$ cat src/hw/rtl/fst_pkg.sv
// fst_pkg: shared types and constants for the sampler table
// holds the item layout, the action codes and the request queue sizes
// no dependencies
package fst_pkg;

    localparam int PAGE_W      = 52;
    localparam int DIST_W      = 8;
    localparam int QUEUE_DEPTH = 2;
    localparam int QPTR_W      = 1;
    localparam int QCNT_W      = 2;

    typedef enum logic {
        ACT_INSERT = 1'b0,
        ACT_LOOKUP = 1'b1
    } t_action;

    typedef logic        [PAGE_W-1:0] t_page;
    typedef logic signed [DIST_W-1:0] t_dist;

    // one classified request as the back end sees it
    typedef struct packed {
        logic  lookup;
        t_page page;
        t_dist distance;
    } t_req;

    // head of the request queue
    typedef struct packed {
        logic vld;
        t_req req;
    } t_req_q;

endpackage

$ cat src/hw/rtl/fst_ram.sv
// fst_ram: generic simple dual port memory, one write and one registered read
// no dependencies
module fst_ram #(
    parameter int WIDTH = 8,
    parameter int DEPTH = 64
) (
    input  logic                     i_clk,
    input  logic                     i_we,
    input  logic [$clog2(DEPTH)-1:0] i_waddr,
    input  logic [WIDTH-1:0]         i_wdata,
    input  logic [$clog2(DEPTH)-1:0] i_raddr,
    output logic [WIDTH-1:0]         o_rdata
);

    logic [WIDTH-1:0] r_mem [DEPTH];
    logic [WIDTH-1:0] r_rdata;

    // write port and registered read port
    always_ff @(posedge i_clk) begin
        if (i_we) begin
            r_mem[i_waddr] <= i_wdata;
        end
        r_rdata <= r_mem[i_raddr];
    end

    assign o_rdata = r_rdata;

endmodule

$ cat src/hw/rtl/fst_front.sv
// fst_front: input side of the sampler table, classifies items into a short queue
// depends on fst_pkg
module fst_front import fst_pkg::*; (
    input  logic   i_clk,
    input  logic   i_rst_n,
    input  logic   push,
    output logic   full,
    input  logic   i_action,
    input  t_page  i_page_number,
    input  t_dist  i_distance_in,
    output t_req_q o_head,
    input  logic   i_take
);

    t_req              r_buf [QUEUE_DEPTH];
    logic [QPTR_W-1:0] r_wptr;
    logic [QPTR_W-1:0] r_rptr;
    logic [QCNT_W-1:0] r_cnt;
    logic              w_push;
    logic              w_pop;

    assign full   = (r_cnt == QCNT_W'(QUEUE_DEPTH));
    assign w_push = push && !full;
    assign w_pop  = i_take && o_head.vld;

    // classify and store an accepted transfer
    always_ff @(posedge i_clk) begin
        if (w_push) begin
            r_buf[r_wptr].lookup   <= (i_action == ACT_LOOKUP);
            r_buf[r_wptr].page     <= i_page_number;
            r_buf[r_wptr].distance <= i_distance_in;
        end
    end

    // pointers and fill count
    always_ff @(posedge i_clk) begin
        if (!i_rst_n) begin
            r_wptr <= '0;
            r_rptr <= '0;
            r_cnt  <= '0;
        end else begin
            if (w_push) begin
                r_wptr <= r_wptr + QPTR_W'(1);
            end
            if (w_pop) begin
                r_rptr <= r_rptr + QPTR_W'(1);
            end
            unique case ({w_push, w_pop})
                2'b10:   r_cnt <= r_cnt + QCNT_W'(1);
                2'b01:   r_cnt <= r_cnt - QCNT_W'(1);
                default: r_cnt <= r_cnt;
            endcase
        end
    end

    assign o_head.vld = (r_cnt != '0);
    assign o_head.req = r_buf[r_rptr];

    // a lone push grows the queue by exactly one
    a_push_grows: assert property (@(posedge i_clk) disable iff (!i_rst_n)
        (w_push && !w_pop) |=> (r_cnt == QCNT_W'($past(r_cnt) + QCNT_W'(1))))
        else $error("request queue count did not grow on push");

endmodule

$ cat src/hw/rtl/fst_engine.sv
// fst_engine: back end of the sampler table, sweeps the entries for match,
// free slot and oldest entry, then for an insert rewrites ages; holds the result register
// depends on fst_pkg and fst_ram
module fst_engine import fst_pkg::*; #(
    parameter int TABLE_ENTRIES = 64
) (
    input  logic   i_clk,
    input  logic   i_rst_n,
    input  t_req_q i_head,
    output logic   o_take,
    output logic   empty,
    input  logic   pop,
    output logic   o_hit,
    output t_dist  o_distance_out
);

    localparam int IDX_W = $clog2(TABLE_ENTRIES);
    localparam int AGE_W = $clog2(TABLE_ENTRIES + 1);
    localparam logic [IDX_W-1:0] LAST    = IDX_W'(TABLE_ENTRIES - 1);
    localparam logic [AGE_W-1:0] AGE_MAX = AGE_W'(TABLE_ENTRIES);

    typedef enum logic [5:0] {
        S_IDLE   = 6'b000001,
        S_SCAN   = 6'b000010,
        S_DECIDE = 6'b000100,
        S_READ   = 6'b001000,
        S_RESULT = 6'b010000,
        S_AGE    = 6'b100000
    } t_state;

    t_state               r_state;
    t_state               n_state;
    t_req                 r_req;
    logic [IDX_W-1:0]     r_cnt;
    logic                 r_iss;
    logic [IDX_W-1:0]     r_pidx;
    logic                 r_pv;
    logic [AGE_W-1:0]     r_fill;
    logic                 r_found;
    logic [IDX_W-1:0]     r_match_idx;
    logic                 r_free_found;
    logic [IDX_W-1:0]     r_free_idx;
    logic [AGE_W-1:0]     r_best;
    logic [IDX_W-1:0]     r_best_idx;
    logic [IDX_W-1:0]     r_slot;
    logic                 r_out_vld;
    logic                 r_out_hit;
    t_dist                r_out_dist;

    logic [PAGE_W-1:0]    w_page_rd;
    logic [DIST_W-1:0]    w_dist_rd;
    logic [AGE_W-1:0]     w_age_rd;
    logic [AGE_W-1:0]     w_aged;
    logic                 w_valid_now;
    logic                 w_hit_now;
    logic                 w_last_eval;
    logic                 w_out_free;
    logic                 w_age_we;
    logic [AGE_W-1:0]     w_age_wdata;
    logic                 w_tab_we;

    // slots fill from the bottom and never empty, so entries below the count are valid
    assign w_valid_now = (AGE_W'(r_pidx) < r_fill);
    assign w_last_eval = r_pv && (r_pidx == LAST);
    assign w_out_free  = !r_out_vld || pop;
    assign w_hit_now   = w_valid_now && (w_page_rd == r_req.page);
    assign w_aged      = (w_age_rd >= AGE_MAX) ? AGE_MAX : w_age_rd + AGE_W'(1);
    assign o_take      = (r_state == S_IDLE) && i_head.vld;

    // control sequence per request
    always_comb begin
        n_state = r_state;
        unique case (r_state)
            S_IDLE:   if (i_head.vld) n_state = S_SCAN;
            S_SCAN:   if (w_last_eval) n_state = S_DECIDE;
            S_DECIDE: n_state = r_req.lookup ? S_READ : S_AGE;
            S_READ:   n_state = S_RESULT;
            S_RESULT: if (w_out_free) n_state = S_IDLE;
            S_AGE:    if (w_last_eval) n_state = S_IDLE;
            default:  n_state = S_IDLE;
        endcase
    end

    always_ff @(posedge i_clk) begin
        if (!i_rst_n) begin
            r_state <= S_IDLE;
        end else begin
            r_state <= n_state;
        end
    end

    // entry address sweep, one entry a cycle, read data arriving in the cycle after its address
    always_ff @(posedge i_clk) begin
        if (!i_rst_n) begin
            r_iss <= 1'b0;
            r_pv  <= 1'b0;
        end else begin
            r_pv <= r_iss;
            if (o_take || (r_state == S_DECIDE && !r_req.lookup)) begin
                r_iss <= 1'b1;
            end else if (r_iss && r_cnt == LAST) begin
                r_iss <= 1'b0;
            end
        end
    end

    always_ff @(posedge i_clk) begin
        r_pidx <= r_cnt;
        if (o_take || (r_state == S_DECIDE && !r_req.lookup)) begin
            r_cnt <= '0;
        end else if (r_iss && r_cnt != LAST) begin
            r_cnt <= r_cnt + IDX_W'(1);
        end
    end

    // scan: first valid match, lowest free slot, oldest entry after ageing
    always_ff @(posedge i_clk) begin
        if (o_take) begin
            r_req        <= i_head.req;
            r_found      <= 1'b0;
            r_free_found <= 1'b0;
            r_best       <= '0;
            r_best_idx   <= '0;
        end else if (r_state == S_SCAN && r_pv) begin
            if (w_hit_now && !r_found) begin
                r_found     <= 1'b1;
                r_match_idx <= r_pidx;
            end
            if (!w_valid_now && !r_free_found) begin
                r_free_found <= 1'b1;
                r_free_idx   <= r_pidx;
            end
            if (w_aged > r_best) begin
                r_best     <= w_aged;
                r_best_idx <= r_pidx;
            end
        end
    end

    // choose the target slot
    always_ff @(posedge i_clk) begin
        if (r_state == S_DECIDE) begin
            priority if (r_found) begin
                r_slot <= r_match_idx;
            end else if (r_free_found) begin
                r_slot <= r_free_idx;
            end else begin
                r_slot <= r_best_idx;
            end
        end
    end

    // age rewrite: chosen slot to zero, other valid entries one older, capped at AGE_MAX
    assign w_age_we    = (r_state == S_AGE) && r_pv &&
                         ((r_pidx == r_slot) || w_valid_now);
    assign w_age_wdata = (r_pidx == r_slot) ? '0 : w_aged;
    assign w_tab_we    = (r_state == S_AGE);

    // fill count, grows when the lowest free slot is taken
    always_ff @(posedge i_clk) begin
        if (!i_rst_n) begin
            r_fill <= '0;
        end else if (w_tab_we && (AGE_W'(r_slot) == r_fill)) begin
            r_fill <= r_fill + AGE_W'(1);
        end
    end

    fst_ram #(.WIDTH(PAGE_W), .DEPTH(TABLE_ENTRIES)) u_page_ram (
        .i_clk   (i_clk),
        .i_we    (w_tab_we),
        .i_waddr (r_slot),
        .i_wdata (r_req.page),
        .i_raddr (r_cnt),
        .o_rdata (w_page_rd)
    );

    fst_ram #(.WIDTH(DIST_W), .DEPTH(TABLE_ENTRIES)) u_dist_ram (
        .i_clk   (i_clk),
        .i_we    (w_tab_we),
        .i_waddr (r_slot),
        .i_wdata (r_req.distance),
        .i_raddr (r_slot),
        .o_rdata (w_dist_rd)
    );

    fst_ram #(.WIDTH(AGE_W), .DEPTH(TABLE_ENTRIES)) u_age_ram (
        .i_clk   (i_clk),
        .i_we    (w_age_we),
        .i_waddr (r_pidx),
        .i_wdata (w_age_wdata),
        .i_raddr (r_cnt),
        .o_rdata (w_age_rd)
    );

    // result register, refilled only once the previous transfer has gone
    always_ff @(posedge i_clk) begin
        if (!i_rst_n) begin
            r_out_vld <= 1'b0;
        end else if (r_state == S_RESULT && w_out_free) begin
            r_out_vld <= 1'b1;
        end else if (pop) begin
            r_out_vld <= 1'b0;
        end
    end

    always_ff @(posedge i_clk) begin
        if (r_state == S_RESULT && w_out_free) begin
            r_out_hit  <= r_found;
            r_out_dist <= r_found ? t_dist'(w_dist_rd) : '0;
        end
    end

    assign empty          = !r_out_vld;
    assign o_hit          = r_out_hit;
    assign o_distance_out = r_out_dist;

    // entries never drop out of the table
    a_fill_grows: assert property (@(posedge i_clk) disable iff (!i_rst_n)
        1'b1 |=> (r_fill >= $past(r_fill)))
        else $error("fill count went down");

    // the last swept entry always closes the sweep
    a_sweep_end: assert property (@(posedge i_clk) disable iff (!i_rst_n)
        w_last_eval |=> (r_state == S_DECIDE || r_state == S_IDLE))
        else $error("sweep did not finish after the last entry");

    // rewrite targets a slot inside the table
    a_slot_range: assert property (@(posedge i_clk) disable iff (!i_rst_n)
        (r_state == S_AGE) |-> (r_slot <= LAST))
        else $error("target slot out of range");

endmodule

$ cat src/hw/rtl/fifo_sampler_table.sv
// fifo_sampler_table: top level of the page to prefetch-distance table
// depends on fst_pkg, fst_front and fst_engine
//
// Usage: both sides look like a queue. A request is taken when push is high
// and full is low; it carries an action (insert or lookup), a 52-bit page
// number and a signed 8-bit distance. A lookup gives one result (hit and
// the stored distance, zero on a miss), taken when pop is high and empty is
// low. An insert gives no result.
// Every request sweeps all TABLE_ENTRIES entries one per cycle through the
// page and age memories. A lookup's result is registered after its match
// sweep and a read of the distance memory; an insert occupies the back end
// for a match sweep over the entries, then for an age rewrite sweep.
// A two-entry request queue keeps taking requests while the back end works.
// Reset clears the fill count, so the table starts empty with no clearing
// sweep; slots fill from the bottom and never empty. If the receiver
// stalls, the result waits in the output register and the back end holds
// the next lookup until it is taken.
module fifo_sampler_table import fst_pkg::*; #(
    parameter int TABLE_ENTRIES = 64
) (
    input  logic  i_clk,
    input  logic  i_rst_n,
    input  logic  push,
    output logic  full,
    input  logic  i_action,
    input  t_page i_page_number,
    input  t_dist i_distance_in,
    output logic  empty,
    input  logic  pop,
    output logic  o_hit,
    output t_dist o_distance_out
);

    t_req_q w_head;
    logic   w_take;

    // request side
    fst_front u_front (
        .i_clk         (i_clk),
        .i_rst_n       (i_rst_n),
        .push          (push),
        .full          (full),
        .i_action      (i_action),
        .i_page_number (i_page_number),
        .i_distance_in (i_distance_in),
        .o_head        (w_head),
        .i_take        (w_take)
    );

    // table and result side
    fst_engine #(.TABLE_ENTRIES(TABLE_ENTRIES)) u_engine (
        .i_clk          (i_clk),
        .i_rst_n        (i_rst_n),
        .i_head         (w_head),
        .o_take         (w_take),
        .empty          (empty),
        .pop            (pop),
        .o_hit          (o_hit),
        .o_distance_out (o_distance_out)
    );

endmodule
$ cat config.mk
export PLATFORM = sky130hd
export DESIGN_NAME = fifo_sampler_table
export DESIGN_NICKNAME = d
export VERILOG_FILES = /design/src/hw/rtl/fst_pkg.sv /design/src/hw/rtl/fst_ram.sv /design/src/hw/rtl/fst_front.sv /design/src/hw/rtl/fst_engine.sv /design/src/hw/rtl/fifo_sampler_table.sv
export SDC_FILE = /design/constraint.sdc
export NUM_CORES = 2
export LEC_CHECK = 0
export BUFFER_PORTS_ARGS = -buffer_cell sky130_fd_sc_hd__buf_2
export CAP_MARGIN = 20
export CORE_UTILIZATION = 40
export CTS_CLUSTER_DIAMETER = 50
export DETAILED_ROUTE_END_ITERATION = 6
export GPL_TIMING_DRIVEN = 0
export PLACE_DENSITY = 0.56
export SYNTH_ARGS = -nofsm -noshare
export SYNTH_HDL_FRONTEND = slang
export SYNTH_MEMORY_MAX_BITS = 65536
export SYNTH_SLANG_ARGS = --single-unit
$ cat constraint.sdc
create_clock -name i_clk -period 4.6 [get_ports i_clk]
set_input_delay 0.23 -clock i_clk [delete_from_list [all_inputs] [get_ports i_clk]]
set_output_delay 0.23 -clock i_clk [all_outputs]
set_load 0.02 [all_outputs]
==> run summary <==
At the pin with the least slew margin, the transition time is 1280 ps. The tools report the maximum number of pins on one net before global-route repair as 52. STA classifies the critical path startpoint as a flip-flop. STA puts the critical path data required time at 5270 ps. For the wire length of the first global-routing pass, the log shows 761 mm.

Post-route minimum period: 4680 ps. With fillers left out, the area of the finished cells amounts to 0.209 mm2. For this run, design rule violations remaining after detail routing come to 6. The post-route fraction of the period consumed by the critical path was 1.02; the final count of negative-setup-slack endpoints was 80. The fraction of the yosys area taken by sequential cells came out at 0.785. The run finished, with violations left. The final core area utilization is 0.482. In this run, synthesis inferred 4498 flip-flops with an integrated enable. The clock tree skew after final layout is 91.7 ps. The final net count is 9139. The floorplan has 242 rows. The async set or reset register ratio after synthesis was 0.

Cell class contributing the biggest share of worst-path delay: buffers and inverters. The run gives -84.8 ps as the post-route worst setup slack. Of all cell types, the one taking the most synthesized area is sky130_fd_sc_hd__edfxtp_1. Class of the tightest hold or removal check: in -> reg. The nature of the critical path endpoint was a flip-flop.

The tools report the number of ports placed on the die boundary as 76. Compared with the post-synthesis result, the final layout area differs by 19.7%. The area share of the largest cell type after synthesis is 0.772. The number of input and output port buffers inserted came out at 74.

The number of nets handed over by synthesis was 7953. The congestion estimate from routability-driven global placement came to 0.913. The worst-case IR drop observed on VDD is 0.398 mV.

Of all nets on the critical path, the largest fanout is 14. The placed instance area came out at 0.192 mm2. The fraction of layout instances using a drive strength above 1 came out at 0.302.

In the final routed layout, each cell accounts on average for 37.1 um. The synthesized instance count is 7871, and the power density over the cells is 551 mW/mm2. For the worst hold slack across all endpoints, the log shows 102 ps. The run gives 14500 as the number of violations reported at the end of detailed-routing iteration 0. The floorplan die width came out at 663 um.

The HPWL reported at the end of detailed placement came out at 393 mm. The run gives 0.175 mm2 as the cell area after synthesis. The largest single stage delay on the critical path is 800 ps. TritonCTS built the clock tree. The predominant post-synthesis flop cell was sky130_fd_sc_hd__edfxtp_1. After detailed routing, the number of vias per cell comes to 6.08.

The clock tree synthesis step divided the H-tree into 5 levels. Clock sink count: 4612. Counting both buffers and inverters, the worst setup path holds a total of 5. At the placement stage, the worst setup path has a slack of -823 ps. The via count of the first global-routing pass was 91200.

The signal on the critical path passes through buf_2, nor2_1, clkbuf_1, buf_1, nand2_1, nor2_4, buf_12, buf_12. The detail route stage leaves a number of antenna-violating nets equal to 0. The root buffer cell is sky130_fd_sc_hd__clkbuf_16.

The die boundary height is 663 um. Buffers inserted during clock tree synthesis total 474. Number of max-capacitance violations reported: 0. The tools report the tightest slew margin relative to the limit as 0.150. For this block, the via count after detailed routing is 92400.

For the static leakage power, the log shows 64.9 nW. Global routing finished with a remaining overflow of 0. The cell at the slowest stage of the critical path is sky130_fd_sc_hd__nor2_4.

The final reports fail on design-rule violations, negative setup slack. The logs give 4 for the maximum number of buffers from clock root to sink and 0.251 for the aggregate global-route resource usage. The tools report the arrival time at the worst endpoint as 5360 ps. After synthesis, the cell types taking the most area are sky130_fd_sc_hd__edfxtp_1 77%, sky130_fd_sc_hd__mux4_2 12%, sky130_fd_sc_hd__mux2i_1 1.8%. The first detailed-routing pass ran for 7 iterations.

The clock-pin slew on the worst setup and hold paths was 60 ps; the floorplan core area was 0.435 mm2. For this run, the number of Yosys warnings is 0. The number of antenna violations at the first check in global routing came out at 32. The count of endpoints failing hold in the final timing report is 0. The die covers 0.440 mm2. Clock latency on the worst-skew pair, taken at its later pin, is 1020 ps.

For this block, the routed nets add up to 565 mm of wire. Leaving out fill and tap cells, the most frequent cell in the layout is sky130_fd_sc_hd__edfxtp_1. The number of register bits inferred by synthesis came out at 4612. The run gives 213 MHz as the timing-limited maximum frequency. The max-slew violation count came out at 0. Final-layout setup total negative slack: -2630 ps.

After synthesis, the netlist uses 68 different library cells. Averaged over all synthesized cells, the footprint is 22.2 um2. In the layout the commonest cells are 4498 x sky130_fd_sc_hd__edfxtp_1, 954 x sky130_fd_sc_hd__mux4_2, 479 x sky130_fd_sc_hd__clkbuf_16, 306 x sky130_fd_sc_hd__mux2i_1, 266 x sky130_fd_sc_hd__o22ai_1.

The start-to-end type of the worst setup path is reg -> reg. The tools report the starting utilization of the core area as 0.402. Among the stages of the critical path, the cell type that occurs most often is sky130_fd_sc_hd__buf_12.
kinds of logic after synthesis:
family                   synth area share
AO/OA/AOI/OAI                      0.0281
XOR/XNOR                          0.00361
adder cells (fa/ha/maj)           0.00122
buffers and inverters              0.0142
flip-flops                          0.785
multiplexers                        0.152
AND/OR/NAND/NOR                    0.0159
final timing paths:
kind / depth (start not counted) / startpoint / slack (ps) / end
worst max-delay path: 8 / u_engine.r_slot[0] / -80 / u_engine.u_page_ram.r_mem[8][50]
worst min-delay path: 2 / i_page_number[42] / 100 / u_front.r_buf[1][50]
worst max register to register: 8 / u_engine.r_slot[0] / -80 / u_engine.u_page_ram.r_mem[8][50]
worst min register to register: 0 / u_engine.r_cnt[5] / 360 / u_engine.r_pidx[5]
worst register-to-register path, delay by kind of cell, from the launching register on:
family                 cells  cell delay [ps]
and+or+nand+nor            3             1690
buffers and inverters      5             2080
DFF                        1              530
state kept, by name, summed over array words and instances, names as in the netlist, 7 cells and up:
register                     flops
u_engine.o_distance_out          8
u_engine.r_fill                  7
u_engine.u_age_ram.r_mem       448
u_engine.r_req                  61
u_engine.u_dist_ram.o_rdata      8
u_engine.u_dist_ram.r_mem      512
u_engine.u_page_ram.o_rdata     52
u_engine.r_best                  7
u_engine.u_age_ram.o_rdata       7
u_front.r_buf                  122
u_engine.u_page_ram.r_mem     3328
final cells by class:
cell class                      instances  area (um2)
Fill cell                           34900      225000
Multi-Input combinational cell       2772       36100
Tap cell                             5734        7170
Clock inverter                        284        2920
Sequential cell                      4612      137000
Inverter                               43         166
Clock buffer                          597       12600
Buffer                                445        2360
Timing Repair Buffer                  709       10800
Antenna cell                           12        30.0
metal layers:
layer	vias to the layer above	track usage	part of all wire
li1	36000	-	-
met1	49400	0.339	0.38
met2	5776	0.397	0.46
met3	1227	0.0523	0.10
met4	6	0.109	0.052
met5	-	0	0.000060
Yosys cell counts, types with 4 or more instances:
| library cell | number |
|---|---|
| sky130_fd_sc_hd__nand2b_1 | 10 |
| sky130_fd_sc_hd__a221oi_1 | 50 |
| sky130_fd_sc_hd__and2_1 | 24 |
| sky130_fd_sc_hd__dfxtp_1 | 114 |
| sky130_fd_sc_hd__a21o_1 | 5 |
| sky130_fd_sc_hd__buf_6 | 25 |
| sky130_fd_sc_hd__inv_1 | 42 |
| sky130_fd_sc_hd__or2_2 | 4 |
| sky130_fd_sc_hd__o221ai_1 | 28 |
| sky130_fd_sc_hd__clkbuf_1 | 147 |
| sky130_fd_sc_hd__nand3b_1 | 5 |
| sky130_fd_sc_hd__nand4_1 | 15 |
| sky130_fd_sc_hd__o22ai_1 | 268 |
| sky130_fd_sc_hd__buf_1 | 26 |
| sky130_fd_sc_hd__edfxtp_1 | 4498 |
| sky130_fd_sc_hd__a2111oi_0 | 14 |
| sky130_fd_sc_hd__a21oi_1 | 32 |
| sky130_fd_sc_hd__o21ai_0 | 71 |
| sky130_fd_sc_hd__xor2_1 | 35 |
| sky130_fd_sc_hd__nor2b_1 | 19 |
| sky130_fd_sc_hd__or3_1 | 5 |
| sky130_fd_sc_hd__a22o_1 | 33 |
| sky130_fd_sc_hd__o31ai_1 | 24 |
| sky130_fd_sc_hd__a222oi_1 | 31 |
| sky130_fd_sc_hd__buf_4 | 62 |
| sky130_fd_sc_hd__ha_1 | 17 |
| sky130_fd_sc_hd__a211oi_1 | 69 |
| sky130_fd_sc_hd__nor4_1 | 74 |
| sky130_fd_sc_hd__or4_1 | 33 |
| sky130_fd_sc_hd__nand3_1 | 47 |
| sky130_fd_sc_hd__nand2_1 | 120 |
| sky130_fd_sc_hd__a22oi_1 | 32 |
| sky130_fd_sc_hd__buf_2 | 185 |
| sky130_fd_sc_hd__and3_1 | 11 |
| sky130_fd_sc_hd__mux2_2 | 173 |
| sky130_fd_sc_hd__a221o_1 | 7 |
| sky130_fd_sc_hd__nor2_1 | 138 |
| sky130_fd_sc_hd__mux4_2 | 954 |
| sky130_fd_sc_hd__nor3_1 | 33 |
| sky130_fd_sc_hd__xnor2_1 | 37 |
| sky130_fd_sc_hd__mux2i_1 | 306 |
power breakdown:
group | switching [mW] | leakage [nW] | internal, mW
combinational | 14.5 | 15.8 | 8.95
clock | 16.6 | 7.54 | 21.9
sequential | 1.68 | 41.5 | 51.7
repair_timing:
item / 4_1_cts / 5_1_grt
gates resized for setup: 11 / 15
cloned: 1 / 0
endpoints found under the hold margin: 205 / 0
hold buffers: 126 / 0
setup buffers: 46 / 20
pin swaps: 22 / 12
endpoints found under the setup margin: 1631 / 387
metrics by stage:
step                      std cells  total power, mW
after floorplan                7871             65.8
after global placement        13700             73.8
after detailed placement      14100             77.5
after CTS                     15200              116
after global routing          15200              118
final                         15200              115
Power figures use the tool's default switching activity.
